$ cat config.mk
export PLATFORM = sky130hd
export DESIGN_NAME = dda_polygon_outline_rasterizer_unit
export DESIGN_NICKNAME = d
export VERILOG_FILES = /design/src/rtl/dpor_pkg.sv /design/src/rtl/dpor_datapath.sv /design/src/rtl/dpor_ctrl.sv /design/src/rtl/dda_polygon_outline_rasterizer_unit.sv
export VERILOG_INCLUDE_DIRS = /design/src /design/src/rtl
export SDC_FILE = /design/constraint.sdc
export NUM_CORES = 1
export LEC_CHECK = 0
export ABC_AREA = 1
export ABC_CLOCK_PERIOD_IN_PS = 9700
export BUFFER_PORTS_ARGS = -buffer_cell sky130_fd_sc_hd__buf_4
export CAP_MARGIN = 20
export CORE_MARGIN = 2
export CORE_UTILIZATION = 46
export CTS_CLUSTER_SIZE = 24
export DETAILED_ROUTE_END_ITERATION = 8
export PLACE_DENSITY = 0.68
export SYNTH_ARGS = -nofsm -noshare
export SYNTH_HDL_FRONTEND = slang
export SYNTH_HIERARCHICAL = 1
export SYNTH_SLANG_ARGS = --single-unit
$ cat constraint.sdc
create_clock -name clk -period 9.7 [get_ports clk]
set_clock_uncertainty 0.05 [all_clocks]
set_input_delay 0 -clock clk [delete_from_list [all_inputs] [get_ports clk]]
set_output_delay 0 -clock clk [all_outputs]
set_load 0.02 [all_outputs]
$ cat src/rtl/assert_macros.svh
// Assertion macros shared by the RTL.
// Used by the top level; needs clk and rst in the including scope.
`ifndef ASSERT_MACROS_SVH
`define ASSERT_MACROS_SVH
`ifndef SYNTHESIS
`define ASSERT_SAME(label, ante, cons) \
  label: assert property (@(posedge clk) disable iff (rst) (ante) |-> (cons)) \
    else $error("assertion failed");
`define ASSERT_NEXT(label, ante, cons) \
  label: assert property (@(posedge clk) disable iff (rst) (ante) |=> (cons)) \
    else $error("assertion failed");
`else
`define ASSERT_SAME(label, ante, cons)
`define ASSERT_NEXT(label, ante, cons)
`endif
`endif

$ cat src/rtl/dpor_pkg.sv
// Package for the DDA polygon outline rasterizer.
// Constants, op codes, state type and controller/datapath interface structs.
`timescale 1ns / 1ps
package dpor_pkg;

  localparam int COORD_BITS = 6;
  localparam int FRAC_BITS  = 16;
  localparam int COLOR_W    = 24;
  localparam int NUM_W      = COORD_BITS + FRAC_BITS;
  localparam int ACC_W      = NUM_W + 2;
  localparam int CNT_W      = $clog2(NUM_W + 1);

  localparam logic [1:0] OP_ADD     = 2'd0;
  localparam logic [1:0] OP_CLOSE   = 2'd1;
  localparam logic [1:0] OP_RESTART = 2'd2;

  typedef enum logic [1:0] {
    ST_IDLE,
    ST_DIV,
    ST_DRAW
  } state_t;

  typedef struct packed {
    logic load_first;
    logic load_prev;
    logic line_start;
    logic to_first;
    logic div_step;
    logic div_finish;
    logic pixel_step;
  } cmd_t;

  typedef struct packed {
    logic len_zero;
    logic div_done;
    logic last;
  } status_t;

endpackage

$ cat src/rtl/dpor_datapath.sv
// Datapath: vertex store, line setup, two-lane restoring divider, DDA accumulators.
// Depends on dpor_pkg.
`timescale 1ns / 1ps
module dpor_datapath (
  input  logic                            clk,
  input  dpor_pkg::cmd_t                  cmd,
  input  logic [dpor_pkg::COORD_BITS-1:0] vertex_x,
  input  logic [dpor_pkg::COORD_BITS-1:0] vertex_y,
  output dpor_pkg::status_t               status,
  output logic [dpor_pkg::COORD_BITS-1:0] pixel_x,
  output logic [dpor_pkg::COORD_BITS-1:0] pixel_y
);
  import dpor_pkg::*;

  logic [COORD_BITS-1:0] first_x, first_y, prev_x, prev_y;
  logic [COORD_BITS-1:0] len, pix_cnt;
  logic [COORD_BITS-1:0] rem_x, rem_y;
  logic [NUM_W-1:0]      quo_x, quo_y;
  logic [CNT_W-1:0]      step_cnt;
  logic                  neg_x, neg_y;
  logic [ACC_W-1:0]      inc_x, inc_y, acc_x, acc_y;

  logic [COORD_BITS-1:0] tgt_x, tgt_y, adx, ady, line_len;
  logic [COORD_BITS:0]   dx, dy, ndx, ndy;
  logic [COORD_BITS:0]   rem7_x, rem7_y, diff_x, diff_y, len7;
  logic                  ge_x, ge_y;
  logic [ACC_W-1:0]      qext_x, qext_y;

  always_comb begin
    tgt_x = cmd.to_first ? (cmd.load_first ? vertex_x : first_x) : prev_x;
    tgt_y = cmd.to_first ? (cmd.load_first ? vertex_y : first_y) : prev_y;
    dx  = {1'b0, tgt_x} - {1'b0, vertex_x};
    dy  = {1'b0, tgt_y} - {1'b0, vertex_y};
    ndx = ~dx + 1'b1;
    ndy = ~dy + 1'b1;
    adx = dx[COORD_BITS] ? ndx[COORD_BITS-1:0] : dx[COORD_BITS-1:0];
    ady = dy[COORD_BITS] ? ndy[COORD_BITS-1:0] : dy[COORD_BITS-1:0];
    line_len = (adx >= ady) ? adx : ady;

    len7   = {1'b0, len};
    rem7_x = {rem_x, quo_x[NUM_W-1]};
    rem7_y = {rem_y, quo_y[NUM_W-1]};
    ge_x   = rem7_x >= len7;
    ge_y   = rem7_y >= len7;
    diff_x = rem7_x - len7;
    diff_y = rem7_y - len7;

    qext_x = {2'b00, quo_x};
    qext_y = {2'b00, quo_y};
  end

  always_ff @(posedge clk) begin
    if (cmd.load_first) begin
      first_x <= vertex_x;
      first_y <= vertex_y;
    end
    if (cmd.load_prev) begin
      prev_x <= vertex_x;
      prev_y <= vertex_y;
    end
    if (cmd.line_start) begin
      len      <= line_len;
      neg_x    <= dx[COORD_BITS];
      neg_y    <= dy[COORD_BITS];
      quo_x    <= {adx, {FRAC_BITS{1'b0}}};
      quo_y    <= {ady, {FRAC_BITS{1'b0}}};
      rem_x    <= '0;
      rem_y    <= '0;
      step_cnt <= '0;
      acc_x    <= {2'b00, vertex_x, {FRAC_BITS{1'b0}}};
      acc_y    <= {2'b00, vertex_y, {FRAC_BITS{1'b0}}};
      pix_cnt  <= '0;
    end else begin
      if (cmd.div_step) begin
        rem_x    <= ge_x ? diff_x[COORD_BITS-1:0] : rem7_x[COORD_BITS-1:0];
        rem_y    <= ge_y ? diff_y[COORD_BITS-1:0] : rem7_y[COORD_BITS-1:0];
        quo_x    <= {quo_x[NUM_W-2:0], ge_x};
        quo_y    <= {quo_y[NUM_W-2:0], ge_y};
        step_cnt <= step_cnt + 1'b1;
      end
      if (cmd.pixel_step) begin
        acc_x   <= acc_x + inc_x;
        acc_y   <= acc_y + inc_y;
        pix_cnt <= pix_cnt + 1'b1;
      end
    end
    if (cmd.div_finish) begin
      inc_x <= neg_x ? (~qext_x + 1'b1) : qext_x;
      inc_y <= neg_y ? (~qext_y + 1'b1) : qext_y;
    end
  end

  // negative positions clamp to zero
  assign pixel_x = acc_x[ACC_W-1] ? '0 : acc_x[FRAC_BITS+COORD_BITS-1:FRAC_BITS];
  assign pixel_y = acc_y[ACC_W-1] ? '0 : acc_y[FRAC_BITS+COORD_BITS-1:FRAC_BITS];

  assign status.len_zero = (len == '0);
  assign status.div_done = (step_cnt == CNT_W'(NUM_W));
  assign status.last     = (pix_cnt == len - 1'b1);

endmodule

$ cat src/rtl/dpor_ctrl.sv
// Controller: polygon state (has_vertex, accepting) and the line sequencer FSM.
// Depends on dpor_pkg.
`timescale 1ns / 1ps
module dpor_ctrl (
  input  logic              clk,
  input  logic              rst,
  input  logic              vertex_valid,
  input  logic [1:0]        op,
  input  logic              pixel_stall,
  input  dpor_pkg::status_t status,
  output logic              vertex_stall,
  output logic              pixel_valid,
  output dpor_pkg::cmd_t    cmd
);
  import dpor_pkg::*;

  state_t state, state_next;
  logic   has_vertex, accepting;
  logic   take, active, draw;

  always_comb begin
    take   = (state == ST_IDLE) && vertex_valid;
    active = accepting && (op == OP_ADD || op == OP_CLOSE);
    draw   = take && active && (op == OP_CLOSE || has_vertex);
  end

  always_comb begin
    vertex_stall   = (state != ST_IDLE);
    pixel_valid    = (state == ST_DRAW);
    cmd            = '0;
    cmd.load_first = take && active && !has_vertex;
    cmd.load_prev  = take && active;
    cmd.line_start = draw;
    cmd.to_first   = (op == OP_CLOSE);
    cmd.div_step   = (state == ST_DIV) && !status.len_zero && !status.div_done;
    cmd.div_finish = (state == ST_DIV) && status.div_done;
    cmd.pixel_step = (state == ST_DRAW) && !pixel_stall;
  end

  always_comb begin
    state_next = state;
    case (state)
      ST_IDLE: begin
        if (draw) state_next = ST_DIV;
      end
      ST_DIV: begin
        if (status.len_zero) state_next = ST_IDLE;
        else if (status.div_done) state_next = ST_DRAW;
      end
      ST_DRAW: begin
        if (!pixel_stall && status.last) state_next = ST_IDLE;
      end
      default: state_next = ST_IDLE;
    endcase
  end

  always_ff @(posedge clk) begin
    if (rst) begin
      state      <= ST_IDLE;
      has_vertex <= 1'b0;
      accepting  <= 1'b1;
    end else begin
      state <= state_next;
      if (take) begin
        if (op == OP_RESTART) begin
          has_vertex <= 1'b0;
          accepting  <= 1'b1;
        end else if (active) begin
          has_vertex <= 1'b1;
          if (op == OP_CLOSE) accepting <= 1'b0;
        end
      end
    end
  end

endmodule

$ cat src/rtl/dda_polygon_outline_rasterizer_unit.sv
// Top level of the DDA polygon outline rasterizer: APB pen color register,
// controller and datapath. Depends on dpor_pkg, dpor_ctrl, dpor_datapath, assert_macros.svh.
//
//  channel  handshake                   payload
//  vertex   vertex_valid / vertex_stall op, vertex_x, vertex_y
//  pixel    pixel_valid / pixel_stall   pixel_x, pixel_y, pixel_color, last
//  config   APB psel/penable/pready     paddr, pwdata, prdata
//
// A vertex that draws a line of len pixels holds the block through the 22-step restoring
// divider and then its pixels, one pixel per cycle while pixel_stall is low.
// A zero-length line skips the divide steps; other items do not hold the block.
// rst is synchronous and restores pen color 0x646464 and an open, empty polygon.
// A stalled pixel holds its payload; the vertex side stays stalled until the line ends.
`timescale 1ns / 1ps
module dda_polygon_outline_rasterizer_unit (
  input  logic                            clk,
  input  logic                            rst,
  input  logic                            vertex_valid,
  output logic                            vertex_stall,
  input  logic [1:0]                      op,
  input  logic [dpor_pkg::COORD_BITS-1:0] vertex_x,
  input  logic [dpor_pkg::COORD_BITS-1:0] vertex_y,
  output logic                            pixel_valid,
  input  logic                            pixel_stall,
  output logic [dpor_pkg::COORD_BITS-1:0] pixel_x,
  output logic [dpor_pkg::COORD_BITS-1:0] pixel_y,
  output logic [dpor_pkg::COLOR_W-1:0]    pixel_color,
  output logic                            last,
  input  logic                            psel,
  input  logic                            penable,
  input  logic                            pwrite,
  input  logic [2:0]                      paddr,
  input  logic [31:0]                     pwdata,
  output logic [31:0]                     prdata,
  output logic                            pready
);
  import dpor_pkg::*;

  localparam logic [2:0] ADDR_PEN_COLOR = 3'd0;

  logic [COLOR_W-1:0] pen_color;
  cmd_t               cmd;
  status_t            status;

  assign pready = 1'b1;

  always_ff @(posedge clk) begin
    if (rst) begin
      pen_color <= 24'h646464;
    end else if (psel && penable && pwrite && pready && paddr == ADDR_PEN_COLOR) begin
      pen_color <= pwdata[COLOR_W-1:0];
    end
  end

  assign prdata = (paddr == ADDR_PEN_COLOR) ? {{(32-COLOR_W){1'b0}}, pen_color} : '0;

  dpor_ctrl u_ctrl (
    .clk          (clk),
    .rst          (rst),
    .vertex_valid (vertex_valid),
    .op           (op),
    .pixel_stall  (pixel_stall),
    .status       (status),
    .vertex_stall (vertex_stall),
    .pixel_valid  (pixel_valid),
    .cmd          (cmd)
  );

  dpor_datapath u_datapath (
    .clk      (clk),
    .cmd      (cmd),
    .vertex_x (vertex_x),
    .vertex_y (vertex_y),
    .status   (status),
    .pixel_x  (pixel_x),
    .pixel_y  (pixel_y)
  );

  assign pixel_color = pen_color;
  assign last        = status.last;

`include "assert_macros.svh"

  `ASSERT_SAME(a_draw_blocks_input, pixel_valid, vertex_stall)
  `ASSERT_NEXT(a_divide_before_pixels, vertex_valid && !vertex_stall, !pixel_valid)
  `ASSERT_NEXT(a_last_ends_line, pixel_valid && !pixel_stall && last, !pixel_valid)
  `ASSERT_SAME(a_step_only_when_taken, cmd.pixel_step, pixel_valid && !pixel_stall)

endmodule
==> results.toml, run 1 <==
[run_status]
status = "finished, final reports clean"

[clock_network]
cts_tree = "yes"
cts.clk_slew.worst_paths_ps = 60
clock_path_buffers = 3
cts_sinks = 223
cts_htree_levels = 1
worst_skew_pair.late_latency_ps = 550
root_buffer = "clkbuf_16"
cts_buffers = 25

[critical_path]
worstPathArrival_ps = 4990
cp-start-kind = "primary input"
cp-end-kind = "flop"
cp_max_fo = 22
required_ps = 9950
crit_type = "in -> reg"

[detailed_routing]
drt_wl_total_mm = 36.9
ant_nets = 0
drt-pass1-iter-count = 5
viasPerCell = 5.02
drt_iter0_drc = 839
wl_per_cell_microns = 13.7
via_count = 13500
drc_errors = 0

[synthesis]
ys_top_cells_by_area = "edfxtp_1, dfxtp_1, nand2_1, inv_1, ha_1"
avgSynthCellArea_sq_um = 7.00
ys.flop_type = "dfxtp_1"
async_flop_share = 0
yosys.area.top_type = "edfxtp_1"
seq_area_frac_synth = 0.369
syn-cell-area_sq_um = 14600
synth.distinct_cells = 54
yosys.area.top_type_share = 0.189
syn_inst = 2085
ys_seq_elements = 223
synth-edff-count = 92
yosysWarnings = 6

[sta]
fmax_mhz = 211
hold_viol_final = 0
tns_ps = 0
finalCritPeriodShare = 0.489
tightest_slew_ps = 811
finalSetupViolations = 0
slew_headroom = 0.459
report.final.slew_viol_count = 0
min_period_ps = 4750
rsz0062_at_grt = "false"

[power_and_ir_drop]
finalPower_mw = 4.01
ir_drop_mv = 0.159
p_leak_nw = 8.74
power.density_nw_per_um2 = 230

[die]
start_util = 0.465
die_area_sq_um = 33200
die_w_microns = 182
ios = 128
fp.dieH_microns = 182
core_area_sq_um = 31400
row_count = 65

[placement]
portBuffers = 110
placed_cell_area_sq_um = 15700
hpwl_mm = 26.4
gp_congestion = 0.911

[global_route]
grt_pass1_wl_mm = 61.7
grt_max_degree = 49
grt_use_total = 0.222
overflow = 0
first_global_vias = 13100
antenna_found_initial = 0

[run]
drv_cap = 0

[min_path]
hold_path_class = "in -> reg"

[final_layout]
layout.nets = 2421
design_area_sq_um = 17400
mostFrequentLayoutCells = "nand2_1, inv_1, nor2_1"
n_antenna_cell = 0
n_fill_cell = 2849
area_growth_pct = 19.3
drive_above_1_share = 0.0961
mostFrequentLayoutCell = "nand2_1"
registers in the layout (all words and copies together), names as in the netlist, 2 cells and up:
signal and count:
pixel_color 24, u_ctrl/state 2, u_datapath/acc_x 24, u_datapath/acc_y 24
u_datapath/first_x 6, u_datapath/first_y 6, u_datapath/inc_x 24, u_datapath/inc_y 24
u_datapath/len 6, u_datapath/pix_cnt 6, u_datapath/prev_x 6, u_datapath/prev_y 6
u_datapath/quo_x 22, u_datapath/quo_y 22, u_datapath/rem_x 6, u_datapath/rem_y 6
u_datapath/step_cnt 5
power breakdown:
group | total (mW) | switching [mW] | internal [mW]
Sequential | 1.31 | 0.118 | 1.20
Clock | 0.942 | 0.402 | 0.540
Combinational | 1.75 | 1.10 | 0.648
Total | 4.01 | 1.62 | 2.39
cell families (layout without fill, tap and decap cells):
kind of cell,after synthesis,count (layout),share of synthesized area
xor gates and xnor gates,60,60,0.0360
DFF,223,223,0.369
other,2,9,0.000515
muxes,4,4,0.00292
AOI/OAI and AO/OA,208,208,0.0805
and+or+nand+nor,1069,1069,0.312
buffers and inverters,425,623,0.116
adders and majority gates,94,94,0.0837
stage by stage:
step,utilization,instances,hold WS (ps),setup WS [ps]
after floorplan,-,2092,19.1,5660
after global placement,0.500,2557,151,5010
after detailed placement,0.500,2557,145,4970
after CTS,0.554,2691,0.279,4980
after global routing,0.555,2692,89.8,4590
final,0.555,2692,48.4,4950
final timing paths:
path,slack [ps],cells after the start,start,to
hold reg to reg,380,0,u_datapath/quo_x[0],u_datapath/inc_x[0]
hold / removal,50,5,paddr[2],pixel_color[21]
setup reg to reg,5320,24,u_ctrl/state[0],u_datapath/len[4]
setup / recovery,4950,27,op[1],u_datapath/len[4]
critical path: stages:
cell	delay, ps
dlygate4sd3_1	530
buf_4	140
inv_1	70
ha_1	480
nor2_1	100
nor2_1	160
nand2_1	90
nor2_1	80
buf_4	250
mux2_2	380
mux2i_1	130
ha_1	210
fa_1	480
ha_1	230
inv_1	50
nor2_1	50
nand2_1	80
nand4_1	160
nand2_1	110
inv_1	40
ha_1	270
nand2_1	70
or3_1	390
nand3_2	130
inv_1	120
nand3_1	100
nand2_1	60
repair_timing:
item | 4_1_cts | 5_1_grt
hold endpoints to repair | 68 | 0
endpoints found under the setup margin | 0 | 0
hold buffers | 88 | 0
setup buffers | 0 | 0
resized for setup | 0 | 0
routing by layer:
| metal | routed length (microns) | vias to the layer above | track usage | part of all wire |
|---|---|---|---|---|
| met3 | 1750 | 68 | 0.0255 | 0.047 |
| met5 | 0 | - | 0 | 0 |
| met4 | 887 | 0 | 0.0594 | 0.024 |
| met2 | 17600 | 310 | 0.398 | 0.48 |
| met1 | 16700 | 6202 | 0.284 | 0.45 |
| li1 | - | 6935 | - | - |
synthesized netlist by cell type (3+ instances only):
| cell | instances |
|---|---|
| or2_1 | 6 |
| buf_4 | 13 |
| ha_1 | 88 |
| or2_2 | 8 |
| o31ai_1 | 4 |
| o21ai_2 | 7 |
| o211ai_1 | 4 |
| o21ai_1 | 13 |
| dfxtp_1 | 131 |
| a21oi_1 | 71 |
| and2_1 | 6 |
| a31oi_1 | 4 |
| nand3_1 | 136 |
| edfxtp_1 | 92 |
| nand2_1 | 635 |
| nand3b_1 | 12 |
| nand2_2 | 5 |
| nor3_1 | 13 |
| nor3_2 | 5 |
| a21oi_2 | 3 |
| nor4_1 | 4 |
| nor2_2 | 13 |
| o22ai_1 | 37 |
| nand3_2 | 5 |
| buf_6 | 3 |
| inv_1 | 363 |
| xnor2_1 | 19 |
| a22o_1 | 3 |
| buf_2 | 14 |
| inv_2 | 7 |
| o21ai_0 | 57 |
| nand4_1 | 21 |
| clkbuf_1 | 20 |
| nor2_1 | 190 |
| xor2_1 | 41 |
| fa_1 | 6 |
layout make-up:
class	count	area (sq um)	share of cell area
Tap cell	402	503	0.0289
Clock buffer	31	658	0.0378
Inverter	372	1400	0.0802
Multi-Input combinational cell	1444	7550	0.433
Clock inverter	15	150	0.00862
Timing Repair Buffer	205	1770	0.102
Sequential cell	223	5390	0.309
Note: power is estimated with default switching activity, not from simulation.
==> inputs of run 2 (changes only) <==
ABC_CLOCK_PERIOD_IN_PS = 4300   (was 9700)
PLACE_DENSITY = 0.71   (was 0.68)
clock period = 4.3 ns   (was 9.7 ns; I/O delays follow)
==> run 2 against run 1 <==
Compared with the run above:
- first-iteration DRC count is 9.9% higher
- wire length is 1.1% higher
- combinational power is 130% higher
- largest cell class unchanged
- clock-buffer cell count is 4 higher
- global-route usage is 0.17 points higher
- clock power grew to 2.6 times the previous value
- register-to-register slack worse by 5200 ps
- critical path type is now reg -> reg
- worst hold slack worse by 23 ps
- design area is 1.8% higher
- final cell count is 0.59% higher
- core utilization is 0.99 points higher
==> results.toml, run 2 (synthesis results as in run 1) <==
[die]
die_w_microns = 182
start_util = 0.465
row_count = 65
fp.dieH_microns = 182
die_area_sq_um = 33200
ios = 128
core_area_sq_um = 31400

[critical_path]
required_ps = 4540
crit_type = "reg -> reg"
cp-end-kind = "flop"
worstPathArrival_ps = 4400
r2r_start = "u_ctrl/state[0]"
timing.rr.end = "u_datapath/len[3]"
cp-start-kind = "flop"
rrSetupSlack_ps = 140
ff2ff_path_depth = 24
cp_max_fo = 7

[sta]
whs_ps = 25.6
slew_headroom = 0.468
finalSetupViolations = 0
min_period_ps = 4160
tightest_slew_ps = 798
timing.final.ws_setup_ps = 136
report.final.slew_viol_count = 0
hold_viol_final = 0
finalCritPeriodShare = 0.968
fmax_mhz = 240

[power_and_ir_drop]
power.share.switching = 0.395
ir_drop_mv = 0.336
p_leak_nw = 8.89
p_switching_mw = 3.76
combPwrFrac = 0.428
clockPowerShare = 0.260
internal_power_mw = 5.77
power.density_nw_per_um2 = 538
pwr-share-seq = 0.312
finalPower_mw = 9.53

[clock_network]
clock_path_buffers = 3
cts_sinks = 223
cts_htree_levels = 1
cts.clk_slew.worst_paths_ps = 60
cts_tree = "yes"
root_buffer = "clkbuf_16"
cts_buffers = 27
worst_skew_pair.late_latency_ps = 540

[min_path]
hold_path_class = "in -> reg"
min_from = "paddr[2]"
min_delay_worst_endpoint = "pixel_color[2]"
hold_depth = 5

[placement]
place_ws_ps = -34.1
placed_cell_area_sq_um = 15700
hpwl_mm = 26.9
portBuffers = 110
gp_congestion = 0.931

[detailed_routing]
drt_iter0_drc = 922
drt-pass1-iter-count = 5
viasPerCell = 5.09
drc_errors = 0
via_count = 13800
ant_nets = 0
drt_wl_total_mm = 37.3
wl_per_cell_microns = 13.8

[final_layout]
regArea_sq_um = 5390
design_area_sq_um = 17700
drive_above_1_share = 0.109
n_fill_cell = 2769
area_growth_pct = 21.5
n_antenna_cell = 0
mostFrequentLayoutCells = "nand2_1, inv_1, nor2_1"
fin_util = 0.564
multi_input_area_sq_um = 7600
layout.nets = 2435
mostFrequentLayoutCell = "nand2_1"

[run]
drv_cap = 0

[global_route]
grt_pass1_wl_mm = 62.0
first_global_vias = 13400
antenna_found_initial = 1
overflow = 0
grt_use_total = 0.224
grt_max_degree = 45

[run_status]
status = "finished, final reports clean"
## run 2: cell types whose count changed in the layout (fill, tap and decap cells not counted), moves of 3 or more
| cell | before | now |
|---|---|---|
| buf_4 | 116 | 129 |
| nor2_4 | 2 | 5 |
| ha_1 | 88 | 85 |
| ha_2 | 0 | 3 |
| clkinv_1 | 5 | 2 |
| clkbuf_16 | 25 | 28 |
| bufinv_16 | 2 | 5 |
## run 2: power groups by stage
stage | logic [mW] | clock network, mW | registers, mW
finish | 4.08 | 2.48 | 2.97
global route | 4.64 | 2.62 | 3.02
CTS | 3.97 | 2.53 | 2.96
detailed placement | 3.91 | 0 | 3.00
global placement | 3.78 | 0 | 2.99
floorplan | 3.08 | 0 | 2.92
## run 2: worst max-delay path, cell delays in order (launching register included)
cell and delay [ps]:
dfxtp_1 330, inv_2 80, nand2_4 70, nor2_4 90
nand2_1 70, nor2_1 110, buf_4 170, mux2_4 310
mux2i_1 170, ha_2 230, fa_2 470, ha_2 200
inv_1 50, nor2_1 50, nand2_1 80, nand4_1 130
nand2_1 130, inv_1 50, ha_1 270, nand2_1 80
or3_4 400, nand3_4 90, inv_2 80, nand2_1 70
nand2_1 70
## run 2: layer usage
layer  vias to the layer above  routed length (microns)  part of all wire  global-route usage
met2                       413                    18000              0.48               0.400
met4                         2                      985             0.026              0.0697
met3                        86                     2190             0.059              0.0291
met1                      6334                    16100              0.43               0.281
met5                         -                       14           0.00038                   0
li1                       6960                        -                 -                   -
## run 2: layout make-up
type                       instances  share of cell area
tap                              402              0.0284
multi-input combinational       1444               0.429
inverter                         372              0.0788
timing repair buffer             217               0.104
sequential                       223               0.304
clock inverter                    15              0.0127
clock buffer                      35              0.0427
## run 2: worst max-delay path by stage
stage / startpoint / to / slack, ps / cells after the start
2_1_floorplan: u_ctrl/state[1] / u_datapath/len[4] / 260 / 24
3_3_place_gp: op[1] / u_datapath/len[4] / 180 / 27
3_5_place_dp: op[1] / u_datapath/len[2] / -30 / 26
4_1_cts: u_ctrl/accepting / u_datapath/len[3] / 20 / 23
5_1_grt: u_ctrl/state[0] / u_datapath/len[2] / -70 / 22
6_report: u_ctrl/state[0] / u_datapath/len[3] / 140 / 24
## run 2: repair_timing
action                                  4_1_cts  5_1_grt
endpoints found under the setup margin        0        6
setup buffers                                 0        8
gates resized for setup                       0       18
hold buffers                                 87        0
endpoints found under the hold margin        68        0
## run 2: metrics by stage
stage                     instances  setup TNS [ps]
final                          2708               0
after global routing           2708            -280
after CTS                      2700               0
after detailed placement       2563            -119
after global placement         2563               0
after floorplan                2092               0
